**src/rtl/obsc_pkg.sv**
```systemverilog
// ----------------------------------------------------------------------------
// obsc_pkg
// Shared types and constants of the OSC bundle sanity checker.
// ----------------------------------------------------------------------------
package obsc_pkg;

  localparam int unsigned LengthBitsDef = 16;
  localparam int unsigned HeaderBytes   = 16;
  localparam int unsigned IdBytes       = 8;
  localparam int unsigned LenInWidth    = 16;
  localparam int unsigned ByteWidth     = 8;
  localparam int unsigned VerdictWidth  = 3;
  localparam int unsigned SizeWidth     = 32;
  localparam int unsigned EndWidth      = 34;

  localparam logic CMD_START = 1'b0;
  localparam logic CMD_DATA  = 1'b1;

  localparam logic [ByteWidth-1:0] SLASH_CHAR = 8'h2f;
  localparam logic signed [SizeWidth-1:0] MIN_MSG_SIZE = 32'sd4;

  typedef enum logic [VerdictWidth-1:0] {
    VERDICT_OK        = 3'd0,
    VERDICT_TOO_SMALL = 3'd1,
    VERDICT_NO_ID     = 3'd2,
    VERDICT_MSG_LARGE = 3'd3,
    VERDICT_MSG_SMALL = 3'd4,
    VERDICT_BAD_ADDR  = 3'd5
  } verdict_e;

  typedef struct packed {
    logic                  cmd;
    logic [LenInWidth-1:0] bundle_length;
    logic [ByteWidth-1:0]  data_byte;
  } item_t;

  typedef struct packed {
    logic     emit;
    verdict_e verdict;
  } result_t;

  // bundle id "#bundle" followed by a zero byte
  function automatic logic [ByteWidth-1:0] tag_byte(input logic [2:0] idx);
    logic [ByteWidth-1:0] b;
    unique case (idx)
      3'd0:    b = 8'h23;
      3'd1:    b = 8'h62;
      3'd2:    b = 8'h75;
      3'd3:    b = 8'h6e;
      3'd4:    b = 8'h64;
      3'd5:    b = 8'h6c;
      3'd6:    b = 8'h65;
      default: b = 8'h00;
    endcase
    return b;
  endfunction

endpackage

```
**src/rtl/obsc_if.sv**
```systemverilog
// ----------------------------------------------------------------------------
// obsc_if
// Valid/ready channels of the OSC bundle sanity checker.
// ----------------------------------------------------------------------------
interface obsc_in_if;
  logic                                 valid;
  logic                                 ready;
  logic                                 cmd;
  logic [obsc_pkg::LenInWidth-1:0]      bundle_length;
  logic [obsc_pkg::ByteWidth-1:0]       data_byte;

  modport source (output valid, cmd, bundle_length, data_byte, input ready);
  modport sink   (input valid, cmd, bundle_length, data_byte, output ready);
endinterface

interface obsc_out_if;
  logic                                 valid;
  logic                                 ready;
  logic [obsc_pkg::VerdictWidth-1:0]    verdict;

  modport source (output valid, verdict, input ready);
  modport sink   (input valid, verdict, output ready);
endinterface

```
**src/rtl/obsc_in_stage.sv**
```systemverilog
// ----------------------------------------------------------------------------
// obsc_in_stage
// Input register; hands one item a cycle to the check logic when the
// result register has room.
// ----------------------------------------------------------------------------
module obsc_in_stage (
  input  logic           clk_i,
  input  logic           rst_ni,
  obsc_in_if.sink        in_i,
  input  logic           out_free_i,
  output logic           advance_o,
  output obsc_pkg::item_t item_o
);

  logic            valid_q;
  logic            valid_d;
  logic            accept;
  obsc_pkg::item_t item_q;

  assign advance_o  = valid_q && out_free_i;
  assign in_i.ready = !valid_q || advance_o;
  assign accept     = in_i.valid && in_i.ready;
  assign item_o     = item_q;

  always_comb begin
    valid_d = valid_q;
    if (accept) begin
      valid_d = 1'b1;
    end else if (advance_o) begin
      valid_d = 1'b0;
    end
  end

  always_ff @(posedge clk_i or negedge rst_ni) begin
    if (!rst_ni) begin
      valid_q <= 1'b0;
    end else begin
      valid_q <= valid_d;
    end
  end

  always_ff @(posedge clk_i) begin
    if (accept) begin
      item_q.cmd           <= in_i.cmd;
      item_q.bundle_length <= in_i.bundle_length;
      item_q.data_byte     <= in_i.data_byte;
    end
  end

endmodule

```
**src/rtl/obsc_check.sv**
```systemverilog
// ----------------------------------------------------------------------------
// obsc_check
// Bundle parse state and the per-byte checks; gives at most one verdict
// per item.
// ----------------------------------------------------------------------------
module obsc_check #(
  parameter int unsigned LENGTH_BITS = obsc_pkg::LengthBitsDef
) (
  input  logic              clk_i,
  input  logic              rst_ni,
  input  logic              advance_i,
  input  obsc_pkg::item_t   item_i,
  output obsc_pkg::result_t result_o
);

  localparam logic [2:0] PH_IDLE = 3'd0;
  localparam logic [2:0] PH_ID   = 3'd1;
  localparam logic [2:0] PH_TIME = 3'd2;
  localparam logic [2:0] PH_SIZE = 3'd3;
  localparam logic [2:0] PH_ADDR = 3'd4;
  localparam logic [2:0] PH_BODY = 3'd5;

  localparam int unsigned EW = obsc_pkg::EndWidth;

  logic [2:0]             phase_q, phase_d;
  logic [LENGTH_BITS-1:0] off_q, off_d;
  logic [LENGTH_BITS-1:0] len_q, len_d;
  logic [LENGTH_BITS-1:0] mend_q, mend_d;
  logic [1:0]             cnt_q, cnt_d;
  logic [23:0]            sg_q, sg_d;

  logic [LENGTH_BITS+15:0] len_wide;
  logic [LENGTH_BITS-1:0]  len_in;
  logic [LENGTH_BITS:0]    off_inc;
  logic                    last;
  logic                    body_end;
  logic [obsc_pkg::SizeWidth-1:0] size;
  logic [EW-1:0]           end_sum;
  obsc_pkg::result_t       res;

  assign len_wide = {LENGTH_BITS'(0), item_i.bundle_length};
  assign len_in   = len_wide[LENGTH_BITS-1:0];
  assign off_inc  = {1'b0, off_q} + (LENGTH_BITS+1)'(1);
  assign last     = off_inc == {1'b0, len_q};
  assign body_end = off_inc == {1'b0, mend_q};
  assign size     = {sg_q, item_i.data_byte};
  assign end_sum  = EW'(off_q) + EW'(1) + {{(EW-obsc_pkg::SizeWidth){size[31]}}, size};

  always_comb begin
    phase_d     = phase_q;
    off_d       = off_q;
    len_d       = len_q;
    mend_d      = mend_q;
    cnt_d       = cnt_q;
    sg_d        = sg_q;
    res.emit    = 1'b0;
    res.verdict = obsc_pkg::VERDICT_OK;
    if (advance_i) begin
      if (item_i.cmd == obsc_pkg::CMD_START) begin
        len_d  = len_in;
        off_d  = '0;
        mend_d = '0;
        if (len_in < LENGTH_BITS'(obsc_pkg::HeaderBytes)) begin
          res.emit    = 1'b1;
          res.verdict = obsc_pkg::VERDICT_TOO_SMALL;
          phase_d     = PH_IDLE;
        end else begin
          phase_d = PH_ID;
        end
      end else if (phase_q != PH_IDLE) begin
        off_d = off_inc[LENGTH_BITS-1:0];
        unique case (phase_q) inside
          PH_ID: begin
            if (item_i.data_byte != obsc_pkg::tag_byte(off_q[2:0])) begin
              res.emit    = 1'b1;
              res.verdict = obsc_pkg::VERDICT_NO_ID;
              phase_d     = PH_IDLE;
            end else if (off_q >= LENGTH_BITS'(obsc_pkg::IdBytes - 1)) begin
              phase_d = PH_TIME;
            end
          end
          PH_TIME: begin
            if (off_q >= LENGTH_BITS'(obsc_pkg::HeaderBytes - 1)) begin
              if (last) begin
                res.emit = 1'b1;
                phase_d  = PH_IDLE;
              end else begin
                phase_d = PH_SIZE;
                cnt_d   = 2'd0;
              end
            end
          end
          PH_SIZE: begin
            sg_d = {sg_q[15:0], item_i.data_byte};
            if (cnt_q != 2'd3) begin
              cnt_d = cnt_q + 2'd1;
              if (last) begin
                res.emit    = 1'b1;
                res.verdict = obsc_pkg::VERDICT_MSG_LARGE;
                phase_d     = PH_IDLE;
              end
            end else if ($signed(end_sum) > $signed(EW'(len_q))) begin
              res.emit    = 1'b1;
              res.verdict = obsc_pkg::VERDICT_MSG_LARGE;
              phase_d     = PH_IDLE;
            end else if ($signed(size) < obsc_pkg::MIN_MSG_SIZE) begin
              res.emit    = 1'b1;
              res.verdict = obsc_pkg::VERDICT_MSG_SMALL;
              phase_d     = PH_IDLE;
            end else begin
              phase_d = PH_ADDR;
              mend_d  = end_sum[LENGTH_BITS-1:0];
            end
          end
          PH_ADDR, PH_BODY: begin
            if (phase_q == PH_ADDR && item_i.data_byte != obsc_pkg::SLASH_CHAR) begin
              res.emit    = 1'b1;
              res.verdict = obsc_pkg::VERDICT_BAD_ADDR;
              phase_d     = PH_IDLE;
            end else begin
              phase_d = PH_BODY;
              if (body_end) begin
                if (last) begin
                  res.emit = 1'b1;
                  phase_d  = PH_IDLE;
                end else begin
                  phase_d = PH_SIZE;
                  cnt_d   = 2'd0;
                end
              end
            end
          end
          default: begin
            phase_d = PH_IDLE;
          end
        endcase
      end
    end
  end

  assign result_o = res;

  always_ff @(posedge clk_i or negedge rst_ni) begin
    if (!rst_ni) begin
      phase_q <= PH_IDLE;
      off_q   <= '0;
      len_q   <= '0;
      mend_q  <= '0;
      cnt_q   <= 2'd0;
    end else begin
      phase_q <= phase_d;
      off_q   <= off_d;
      len_q   <= len_d;
      mend_q  <= mend_d;
      cnt_q   <= cnt_d;
    end
  end

  always_ff @(posedge clk_i) begin
    sg_q <= sg_d;
  end

endmodule

```
**src/rtl/obsc_out_stage.sv**
```systemverilog
// ----------------------------------------------------------------------------
// obsc_out_stage
// Result register holding one verdict until the sink takes it.
// ----------------------------------------------------------------------------
module obsc_out_stage (
  input  logic              clk_i,
  input  logic              rst_ni,
  input  logic              advance_i,
  input  obsc_pkg::result_t result_i,
  output logic              out_free_o,
  obsc_out_if.source        out_o
);

  logic                   valid_q;
  logic                   valid_d;
  obsc_pkg::verdict_e     verdict_q;

  assign out_free_o    = !valid_q || out_o.ready;
  assign out_o.valid   = valid_q;
  assign out_o.verdict = verdict_q;

  always_comb begin
    valid_d = valid_q;
    if (advance_i) begin
      valid_d = result_i.emit;
    end else if (out_o.ready) begin
      valid_d = 1'b0;
    end
  end

  always_ff @(posedge clk_i or negedge rst_ni) begin
    if (!rst_ni) begin
      valid_q <= 1'b0;
    end else begin
      valid_q <= valid_d;
    end
  end

  always_ff @(posedge clk_i) begin
    if (advance_i && result_i.emit) begin
      verdict_q <= result_i.verdict;
    end
  end

endmodule

```
**src/rtl/osc_bundle_sanity_checker_core.sv**
```systemverilog
// ----------------------------------------------------------------------------
// osc_bundle_sanity_checker_core
// Byte-serial OSC bundle checker with one verdict per bundle.
// ----------------------------------------------------------------------------
// Usage:
//   in_i carries either a start transaction (cmd 0, bundle_length) or one
//   bundle byte (cmd 1, data_byte), in bundle order. out_o carries a single
//   verdict per bundle: the first failure found, or ok at the last byte.
//   Bytes after a verdict are dropped until the next start; a start in the
//   middle of a bundle abandons it without a verdict.
// Timing:
//   Every transaction passes an input register and the check logic, then
//   the verdict lands in the result register, which drives out_o.valid;
//   throughput is one transaction per cycle while out_o is not stalled,
//   limited by the single parse-state update per byte.
// Reset:
//   rst_ni clears the valid flags of both registers and puts the parser
//   idle; the first transaction expected is a start.
// Stall:
//   While a verdict waits on out_o, the next transaction is still taken
//   into the input register; in_i.ready drops only when both hold data.
// ----------------------------------------------------------------------------
module osc_bundle_sanity_checker_core #(
  parameter int unsigned LENGTH_BITS = obsc_pkg::LengthBitsDef
) (
  input  logic        clk_i,
  input  logic        rst_ni,
  obsc_in_if.sink     in_i,
  obsc_out_if.source  out_o
);

  logic              advance;
  logic              out_free;
  obsc_pkg::item_t   item;
  obsc_pkg::result_t result;

  obsc_in_stage u_in_stage (
    .clk_i      (clk_i),
    .rst_ni     (rst_ni),
    .in_i       (in_i),
    .out_free_i (out_free),
    .advance_o  (advance),
    .item_o     (item)
  );

  obsc_check #(
    .LENGTH_BITS (LENGTH_BITS)
  ) u_check (
    .clk_i     (clk_i),
    .rst_ni    (rst_ni),
    .advance_i (advance),
    .item_i    (item),
    .result_o  (result)
  );

  obsc_out_stage u_out_stage (
    .clk_i      (clk_i),
    .rst_ni     (rst_ni),
    .advance_i  (advance),
    .result_i   (result),
    .out_free_o (out_free),
    .out_o      (out_o)
  );

endmodule

```
**src/flat_wrapper.sv**
```systemverilog
// flat-port wrapper written by rule: the top's interface ports become plain ports
module osc_bundle_sanity_checker_core_flat 
#(
  parameter int unsigned LENGTH_BITS = obsc_pkg::LengthBitsDef
)
  (clk_i, rst_ni, in_i_valid, in_i_cmd, in_i_bundle_length, in_i_data_byte, in_i_ready, out_o_valid, out_o_verdict, out_o_ready);
  obsc_in_if in_i_i ();
  obsc_out_if out_o_i ();
  input  logic clk_i;
  input  logic rst_ni;
  input wire logic [$bits(in_i_i.valid)-1:0] in_i_valid;
  input wire logic [$bits(in_i_i.cmd)-1:0] in_i_cmd;
  input wire logic [$bits(in_i_i.bundle_length)-1:0] in_i_bundle_length;
  input wire logic [$bits(in_i_i.data_byte)-1:0] in_i_data_byte;
  output wire logic [$bits(in_i_i.ready)-1:0] in_i_ready;
  output wire logic [$bits(out_o_i.valid)-1:0] out_o_valid;
  output wire logic [$bits(out_o_i.verdict)-1:0] out_o_verdict;
  input wire logic [$bits(out_o_i.ready)-1:0] out_o_ready;
  assign in_i_i.valid = in_i_valid;
  assign in_i_i.cmd = in_i_cmd;
  assign in_i_i.bundle_length = in_i_bundle_length;
  assign in_i_i.data_byte = in_i_data_byte;
  assign in_i_ready = in_i_i.ready;
  assign out_o_valid = out_o_i.valid;
  assign out_o_verdict = out_o_i.verdict;
  assign out_o_i.ready = out_o_ready;
  osc_bundle_sanity_checker_core #(.LENGTH_BITS(LENGTH_BITS)) u_core (.clk_i(clk_i), .rst_ni(rst_ni), .in_i(in_i_i), .out_o(out_o_i));
endmodule
```
**config.mk**
```make
export PLATFORM = sky130hd
export DESIGN_NAME = osc_bundle_sanity_checker_core_flat
export DESIGN_NICKNAME = d
export VERILOG_FILES = /design/src/rtl/obsc_pkg.sv /design/src/rtl/obsc_if.sv /design/src/rtl/obsc_in_stage.sv /design/src/rtl/obsc_check.sv /design/src/rtl/obsc_out_stage.sv /design/src/rtl/osc_bundle_sanity_checker_core.sv /design/src/flat_wrapper.sv
export SDC_FILE = /design/constraint.sdc
export NUM_CORES = 1
export LEC_CHECK = 0
export BUFFER_PORTS_ARGS = -buffer_cell sky130_fd_sc_hd__buf_2
export CAP_MARGIN = 20
export CORE_MARGIN = 4
export CORE_UTILIZATION = 60
export DETAILED_ROUTE_END_ITERATION = 10
export PLACE_DENSITY = 0.77
export SYNTH_ARGS = -nofsm -noshare
export SYNTH_HDL_FRONTEND = slang
export SYNTH_HIERARCHICAL = 1
export SYNTH_SLANG_ARGS = --single-unit
```
**constraint.sdc**
```tcl
create_clock -name clk_i -period 13.1 [get_ports clk_i]
set_input_delay 2.62 -clock clk_i [delete_from_list [all_inputs] [get_ports clk_i]]
set_output_delay 2.62 -clock clk_i [all_outputs]
set_load 0.01 [all_outputs]
```
==> impl_metrics.env, run 1 <==
export IMPL_status="completed"
export IMPL_hpwl_mm=15.6
export IMPL_grt_max_degree=56
export IMPL_drive_above_1_share=0.0931
export IMPL_die_w_um=118
export IMPL_max_freq_mhz=146
export IMPL_hp_class="reg -> reg"
export IMPL_setup_tns_final_ns=0
export IMPL_total_power_uw=832
export IMPL_whs_endpoint="u_core/u_check/len_q[0]$_DFFE_PN0P_"
export IMPL_clkPwrFrac=0.331
export IMPL_switching_power_uw=262
export IMPL_synthTopCellsByCount="nand2_1 (83), o21ai_0 (65), dfrtp_1 (55), nor2_1 (55), edfxtp_1 (52)"
export IMPL_critPathRequiredTime_ns=13.39
export IMPL_min_path_cells=2
export IMPL_cp_max_fo=11
export IMPL_first_iter_violations=934
export IMPL_hold_viol=0
export IMPL_ys_async_sr_fraction=0.514
export IMPL_yosysTopAreaCell="edfxtp_1"
export IMPL_drc=0
export IMPL_grt_ovfl_total=0
export IMPL_path_class="reg -> reg"
export IMPL_syn_area_per_cell_um2=9.23
export IMPL_worstReg2RegStart="u_core/u_check/off_q[0]$_DFFE_PN0P_"
export IMPL_synth_area_mm2=0.00733
export IMPL_wl_per_cell_um=21.6
export IMPL_crit_arrival_ns=7.15
export IMPL_io_buffers=33
export IMPL_grt_setup_unrepaired="no"
export IMPL_hold_start="u_core/u_in_stage/item_o[8]$_DFFE_PP_"
export IMPL_final_period_utilization=0.524
export IMPL_cap_viol_max_count=0
export IMPL_antenna_found_initial=0
export IMPL_initial_core_util=0.612
export IMPL_synthCells=794
export IMPL_synth_flop_cell="dfrtp_1"
export IMPL_netlist_area_leader_share=0.213
export IMPL_syn2layout_area_growth_pct=7.16
export IMPL_timing_clock_skew_ns=0.0130
export IMPL_die_height_um=118
export IMPL_num_nets_final=873
export IMPL_p_seq_frac=0.465
export IMPL_worstSetupEndpointType="flip-flop"
export IMPL_gp_congestion=0.990
export IMPL_dieArea_mm2=0.0140
export IMPL_ir_drop_mv=0.0957
export IMPL_power_frac_comb=0.204
export IMPL_vias_per_cell=6.73
export IMPL_p_sw_frac=0.314
export IMPL_regToRegSetupSlack_ns=6.24
export IMPL_final_antenna_net_count=0
export IMPL_drt_wl_total_mm=20.6
export IMPL_grt_util_all_layers=0.297
export IMPL_synth_edf_count=52
export IMPL_cts_resized=0
export IMPL_first_pass_iters=6
export IMPL_ctsRootBufferMaster="clkbuf_16"
export IMPL_synth_area_top_cells="edfxtp_1 (21%), dfrtp_1 (19%), ha_1 (7.2%)"
export IMPL_regArea_mm2=0.00294
export IMPL_fillers=963
export IMPL_cts_tree="done"
export IMPL_finalCriticalPeriod_ns=6.86
export IMPL_ctsHoldBuffers=0
export IMPL_clock_sinks=107
export IMPL_cts_htree_levels=3
export IMPL_r2r_end="u_core/u_check/mend_q[10]$_DFFE_PN0P_"
export IMPL_synth_most_common_cell="nand2_1"
export IMPL_powerDensity_mw_per_mm2=106
export IMPL_cts_setup_buffers=0
export IMPL_r2r_cells=21
export IMPL_worstMarginPinSlew_ns=0.880
export IMPL_antenna_diode_count=0
export IMPL_grt_pass1_vias=6052
export IMPL_path_clk_slew_ns=0.08
export IMPL_syn_num_nets=866
export IMPL_yosysWarnings=6
export IMPL_synth_cell_types=74
export IMPL_critPathLaunchType="flip-flop"
export IMPL_multiInputGateArea_mm2=0.00406
export IMPL_p_leak_uw=0.00328
export IMPL_max_clock_path_buffers=2
export IMPL_ys_seq_area_frac=0.401
export IMPL_boundaryPins=34
export IMPL_vias=6417
export IMPL_grt_pass1_wl_mm=32.9
export IMPL_ys_ff_latch=107
export IMPL_finalSetupViolCount=0
export IMPL_intPower_uw=570
export IMPL_max_slew_margin=0.408
export IMPL_slew_viol_final=0
export IMPL_core_area_mm2=0.0120
export IMPL_clkLatencyLatePin_ns=0.37
export IMPL_placementRows=40
export IMPL_cts_buffers_inserted=9
## cell usage in the layout (no fill, tap or decap), types with 5 or more instances in the layout
cell	n
a211oi_1	5
a21oi_1	35
a22o_1	17
a31oi_1	9
and3_1	11
buf_2	33
clkbuf_16	9
dfrtp_1	55
edfxtp_1	52
ha_1	42
inv_1	43
mux2i_1	7
nand2_1	83
nand3_1	24
nand4_1	23
nor2_1	54
nor2b_1	7
nor3_1	19
nor4_1	17
o211ai_1	6
o21ai_0	65
o21bai_1	7
o31ai_1	16
or2_2	5
or3_1	6
xnor2_1	37
xor2_1	21
## cells by family (layout without fill, tap and decap cells)
| family | count (synthesis) | in the layout | share of synthesized area |
|---|---|---|---|
| multiplexers | 10 | 10 | 0.0142 |
| adder cells (fa/ha/maj) | 43 | 43 | 0.0745 |
| AO/OA/AOI/OAI | 208 | 208 | 0.186 |
| XOR/XNOR | 62 | 62 | 0.0818 |
| AND/OR/NAND/NOR | 280 | 280 | 0.197 |
| flip-flops | 107 | 107 | 0.401 |
| buffers and inverters | 84 | 96 | 0.0454 |
## critical path, cell delays in order, from the launching register on
cell and delay [ns]:
dfrtp_1 0.56, ha_1 0.32, nand3_2 0.23, nor3_1 0.74, xnor2_1 0.19, ha_1 0.41
a21oi_1 0.25, o221ai_1 0.15, a21oi_1 0.38, xnor2_1 0.19, ha_1 0.32, and4_1 0.22
nand4_1 0.16, o31ai_1 0.28, nand4_1 0.12, nor4_1 0.26, nand4_1 0.12, a2111oi_1 0.61
nand4_1 0.31, nor2_1 0.55, buf_6 0.24, a22o_1 0.15
## per-stage QoR
stage	cell area [µm²]	setup WS [ns]	hold slack (ns)	instances	util
2_1_floorplan	7330	7.56	0.415	794	-
3_3_place_gp	7520	6.27	0.430	935	0.629
3_5_place_dp	7530	6.40	0.435	936	0.630
4_1_cts	7840	6.35	0.456	952	0.655
5_1_grt	7850	5.70	0.465	953	0.656
6_report	7850	6.24	0.452	953	0.656
## area by class of cell
cell class,count,share of cell area
clock inverter,7,0.00988
sequential,107,0.374
multi-input combinational,603,0.517
timing repair buffer,37,0.0263
tap,147,0.0234
inverter,43,0.0206
clock buffer,9,0.0287
## sequential cells by signal, summed over array words and instances, names as in the netlist
name / flops
u_core/u_in_stage/item_o: 25
u_core/u_check/sg_q: 24
u_core/u_check/len_q: 16
u_core/u_check/mend_q: 16
u_core/u_check/off_q: 16
u_core/u_check/phase_q: 3
u_core/u_out_stage/out_o.verdict: 3
u_core/u_check/cnt_q: 2
u_core/u_in_stage/valid_q: 1
u_core/u_out_stage/out_o.valid: 1
## routing by layer
metal / vias up / track usage / wire length (µm)
met4: 0 / 0.114 / 651
li1: 2938 / - / -
met3: 48 / 0.0531 / 1850
met1: 3087 / 0.424 / 8800
met2: 344 / 0.452 / 9290
met5: - / 0 / 0
## worst max-delay path by stage
stage | from | to
final | u_core/u_check/off_q[0]$_DFFE_PN0P_ | u_core/u_check/mend_q[10]$_DFFE_PN0P_
after global routing | u_core/u_check/off_q[2]$_DFFE_PN0P_ | u_core/u_check/mend_q[10]$_DFFE_PN0P_
after CTS | u_core/u_check/off_q[0]$_DFFE_PN0P_ | u_core/u_check/mend_q[10]$_DFFE_PN0P_
after detailed placement | u_core/u_check/off_q[0]$_DFFE_PN0P_ | u_core/u_check/mend_q[12]$_DFFE_PN0P_
after global placement | u_core/u_check/off_q[0]$_DFFE_PN0P_ | u_core/u_check/mend_q[14]$_DFFE_PN0P_
after floorplan | u_core/u_check/off_q[1]$_DFFE_PN0P_ | u_core/u_check/mend_q[10]$_DFFE_PN0P_
## power groups by stage
stage	sequential (µW)	clock, µW	combinational, µW
finish	387	276	169
floorplan	386	0	120
CTS	386	283	165
global placement	393	0	161
detailed placement	394	0	164
global route	389	294	185
(Power assumes the default switching activity.)
==> run 2: changes to the inputs <==
- clock period: 13.1 -> 6.8 ns (I/O delays scaled with it)
==> impl_metrics.env, run 2 (same netlist as run 1, synthesis figures left out) <==
export IMPL_status="completed"
export IMPL_cts_buffers_inserted=9
export IMPL_worstSetupEndpointType="flip-flop"
export IMPL_drt_wl_total_mm=20.8
export IMPL_max_slew_margin=0.479
export IMPL_finalSetupViolCount=0
export IMPL_grt_pass1_wl_mm=32.9
export IMPL_ir_drop_mv=0.232
export IMPL_regToRegSetupSlack_ns=0.51
export IMPL_multiInputGateArea_mm2=0.00406
export IMPL_finalCriticalPeriod_ns=6.29
export IMPL_max_freq_mhz=159
export IMPL_cts_setup_buffers=0
export IMPL_grt_max_degree=56
export IMPL_cpLargestDelayFamily="simple AND/OR/NAND/NOR gates"
export IMPL_timing_clock_skew_ns=0.00681
export IMPL_clock_sinks=107
export IMPL_dp_slack_ns=0.627
export IMPL_r2r_end="u_core/u_out_stage/out_o.valid$_DFFE_PN0P_"
export IMPL_p_seq_frac=0.467
export IMPL_dieArea_mm2=0.0140
export IMPL_gp_congestion=0.961
export IMPL_hp_class="reg -> reg"
export IMPL_worstReg2RegStart="u_core/u_check/off_q[0]$_DFFE_PN0P_"
export IMPL_r2r_cells=24
export IMPL_worstMarginPinSlew_ns=0.782
export IMPL_crit_arrival_ns=6.52
export IMPL_cap_viol_max_count=0
export IMPL_setup_tns_final_ns=0
export IMPL_clkPwrFrac=0.327
export IMPL_power_frac_comb=0.207
export IMPL_p_leak_uw=0.00333
export IMPL_slew_viol_final=0
export IMPL_io_buffers=33
export IMPL_core_area_mm2=0.0120
export IMPL_fillers=960
export IMPL_startpoint="u_core/u_check/off_q[0]$_DFFE_PN0P_"
export IMPL_placementRows=40
export IMPL_regArea_mm2=0.00294
export IMPL_setup_slack_ns=0.507
export IMPL_vias_per_cell=6.70
export IMPL_crit_path_max_incr_delay_ns=0.56
export IMPL_hpwl_mm=16.1
export IMPL_path_cells="ha_1 > nand3_2 > nor4_4 > and3_1 > xor2_1 > ha_1 > a21oi_1 > o21ai_0 > o21bai_1 > xor2_1 > ha_1 > and3_1 > nand3_1 > o31ai_1 > nand4_1 > nor4_1 > nand4_1 > a2111oi_1 > buf_4 > a21oi_1 > o31ai_1 > a31oi_1 > and2_4 > o21bai_1"
export IMPL_clkLatencyLatePin_ns=0.35
export IMPL_num_nets_final=884
export IMPL_switching_power_uw=495
export IMPL_cp_max_fo=11
export IMPL_die_w_um=118
export IMPL_die_height_um=118
export IMPL_boundaryPins=34
export IMPL_first_iter_violations=811
export IMPL_vias=6461
export IMPL_grt_pass1_vias=6140
export IMPL_drc=0
export IMPL_max_clock_path_buffers=2
export IMPL_ctsRootBufferMaster="clkbuf_16"
export IMPL_cts_resized=0
export IMPL_grt_ovfl_total=0
export IMPL_cts_tree="done"
export IMPL_worstSetupPathDepth=24
export IMPL_final_antenna_net_count=0
export IMPL_ctsHoldBuffers=0
export IMPL_hold_viol=0
export IMPL_drive_above_1_share=0.105
export IMPL_final_cell_mix="nand2_1 (83), o21ai_0 (65), dfrtp_1 (55), nor2_1 (54), edfxtp_1 (52)"
export IMPL_syn2layout_area_growth_pct=8.23
export IMPL_critPathBufInv=1
export IMPL_timing_critical_path_mode_cell="ha_1"
export IMPL_grt_setup_unrepaired="no"
export IMPL_cts_htree_levels=3
export IMPL_crit_slowest_cell="dfrtp_1"
export IMPL_critPathLaunchType="flip-flop"
export IMPL_powerDensity_mw_per_mm2=201
export IMPL_final_common_cell="nand2_1"
export IMPL_grt_util_all_layers=0.298
export IMPL_wl_per_cell_um=21.6
export IMPL_final_period_utilization=0.925
export IMPL_intPower_uw=1100
export IMPL_initial_core_util=0.612
export IMPL_first_pass_iters=5
export IMPL_antenna_found_initial=0
export IMPL_largest_register_ffs=25
export IMPL_cp_endpoint="u_core/u_out_stage/out_o.valid$_DFFE_PN0P_"
export IMPL_path_class="reg -> reg"
export IMPL_path_clk_slew_ns=0.08
export IMPL_critPathRequiredTime_ns=7.03
export IMPL_antenna_diode_count=0
export IMPL_p_sw_frac=0.310
==> run 2: cell count changes in the layout (fill, tap and decap cells not counted), sizes merged <==
cell and delta:
buf +11
==> run 2: worst min path at each step <==
stage / endpoint / from / depth (start not counted)
2_1_floorplan: u_core/u_check/len_q[0]$_DFFE_PN0P_ / u_core/u_in_stage/item_o[8]$_DFFE_PP_ / 2
3_3_place_gp: u_core/u_check/len_q[0]$_DFFE_PN0P_ / u_core/u_in_stage/item_o[8]$_DFFE_PP_ / 2
3_5_place_dp: u_core/u_check/len_q[2]$_DFFE_PN0P_ / u_core/u_in_stage/item_o[10]$_DFFE_PP_ / 2
4_1_cts: u_core/u_check/len_q[2]$_DFFE_PN0P_ / u_core/u_in_stage/item_o[10]$_DFFE_PP_ / 2
5_1_grt: u_core/u_check/len_q[2]$_DFFE_PN0P_ / u_core/u_in_stage/item_o[10]$_DFFE_PP_ / 2
6_report: u_core/u_check/len_q[1]$_DFFE_PN0P_ / u_core/u_in_stage/item_o[9]$_DFFE_PP_ / 2
==> run 2: area by class of cell <==
cell class                      instances  share of cell area
Clock buffer                            9              0.0284
Clock inverter                          7             0.00978
Sequential cell                       107               0.371
Inverter                               43              0.0204
Timing Repair Buffer                   48              0.0360
Tap cell                              147              0.0232
Multi-Input combinational cell        603               0.512
==> run 2: tightest hold or removal path, cell delays in order, from the launching register on <==
cell	delay [ns]
edfxtp_1	0.33
nand2_1	0.04
o21ai_0	0.06
==> run 2: stage by stage <==
stage	area (µm²)	instances	power, µW	utilization	hold slack, ns
2_1_floorplan	7330	794	973	-	0.415
3_3_place_gp	7610	947	1070	0.636	0.428
3_5_place_dp	7610	947	1080	0.636	0.443
4_1_cts	7910	963	1600	0.662	0.463
5_1_grt	7930	964	1670	0.663	0.492
6_report	7930	964	1590	0.663	0.460
==> run 2: layer usage <==
layer / up-vias / GRT usage / wire [µm] / share of wire
met5: - / 0 / 0 / 0
met4: 0 / 0.112 / 773 / 0.037
met3: 61 / 0.0756 / 1950 / 0.094
met2: 351 / 0.452 / 9310 / 0.45
met1: 3076 / 0.413 / 8810 / 0.42
li1: 2973 / - / - / -
==> run 2: power by group through the flow <==
| stage | Sequential [µW] | Combinational, µW | Clock, µW |
|---|---|---|---|
| 2_1_floorplan | 743 | 230 | 0 |
| 3_3_place_gp | 755 | 312 | 0 |
| 3_5_place_dp | 757 | 320 | 0 |
| 4_1_cts | 743 | 324 | 535 |
| 5_1_grt | 748 | 366 | 560 |
| 6_report | 744 | 330 | 521 |
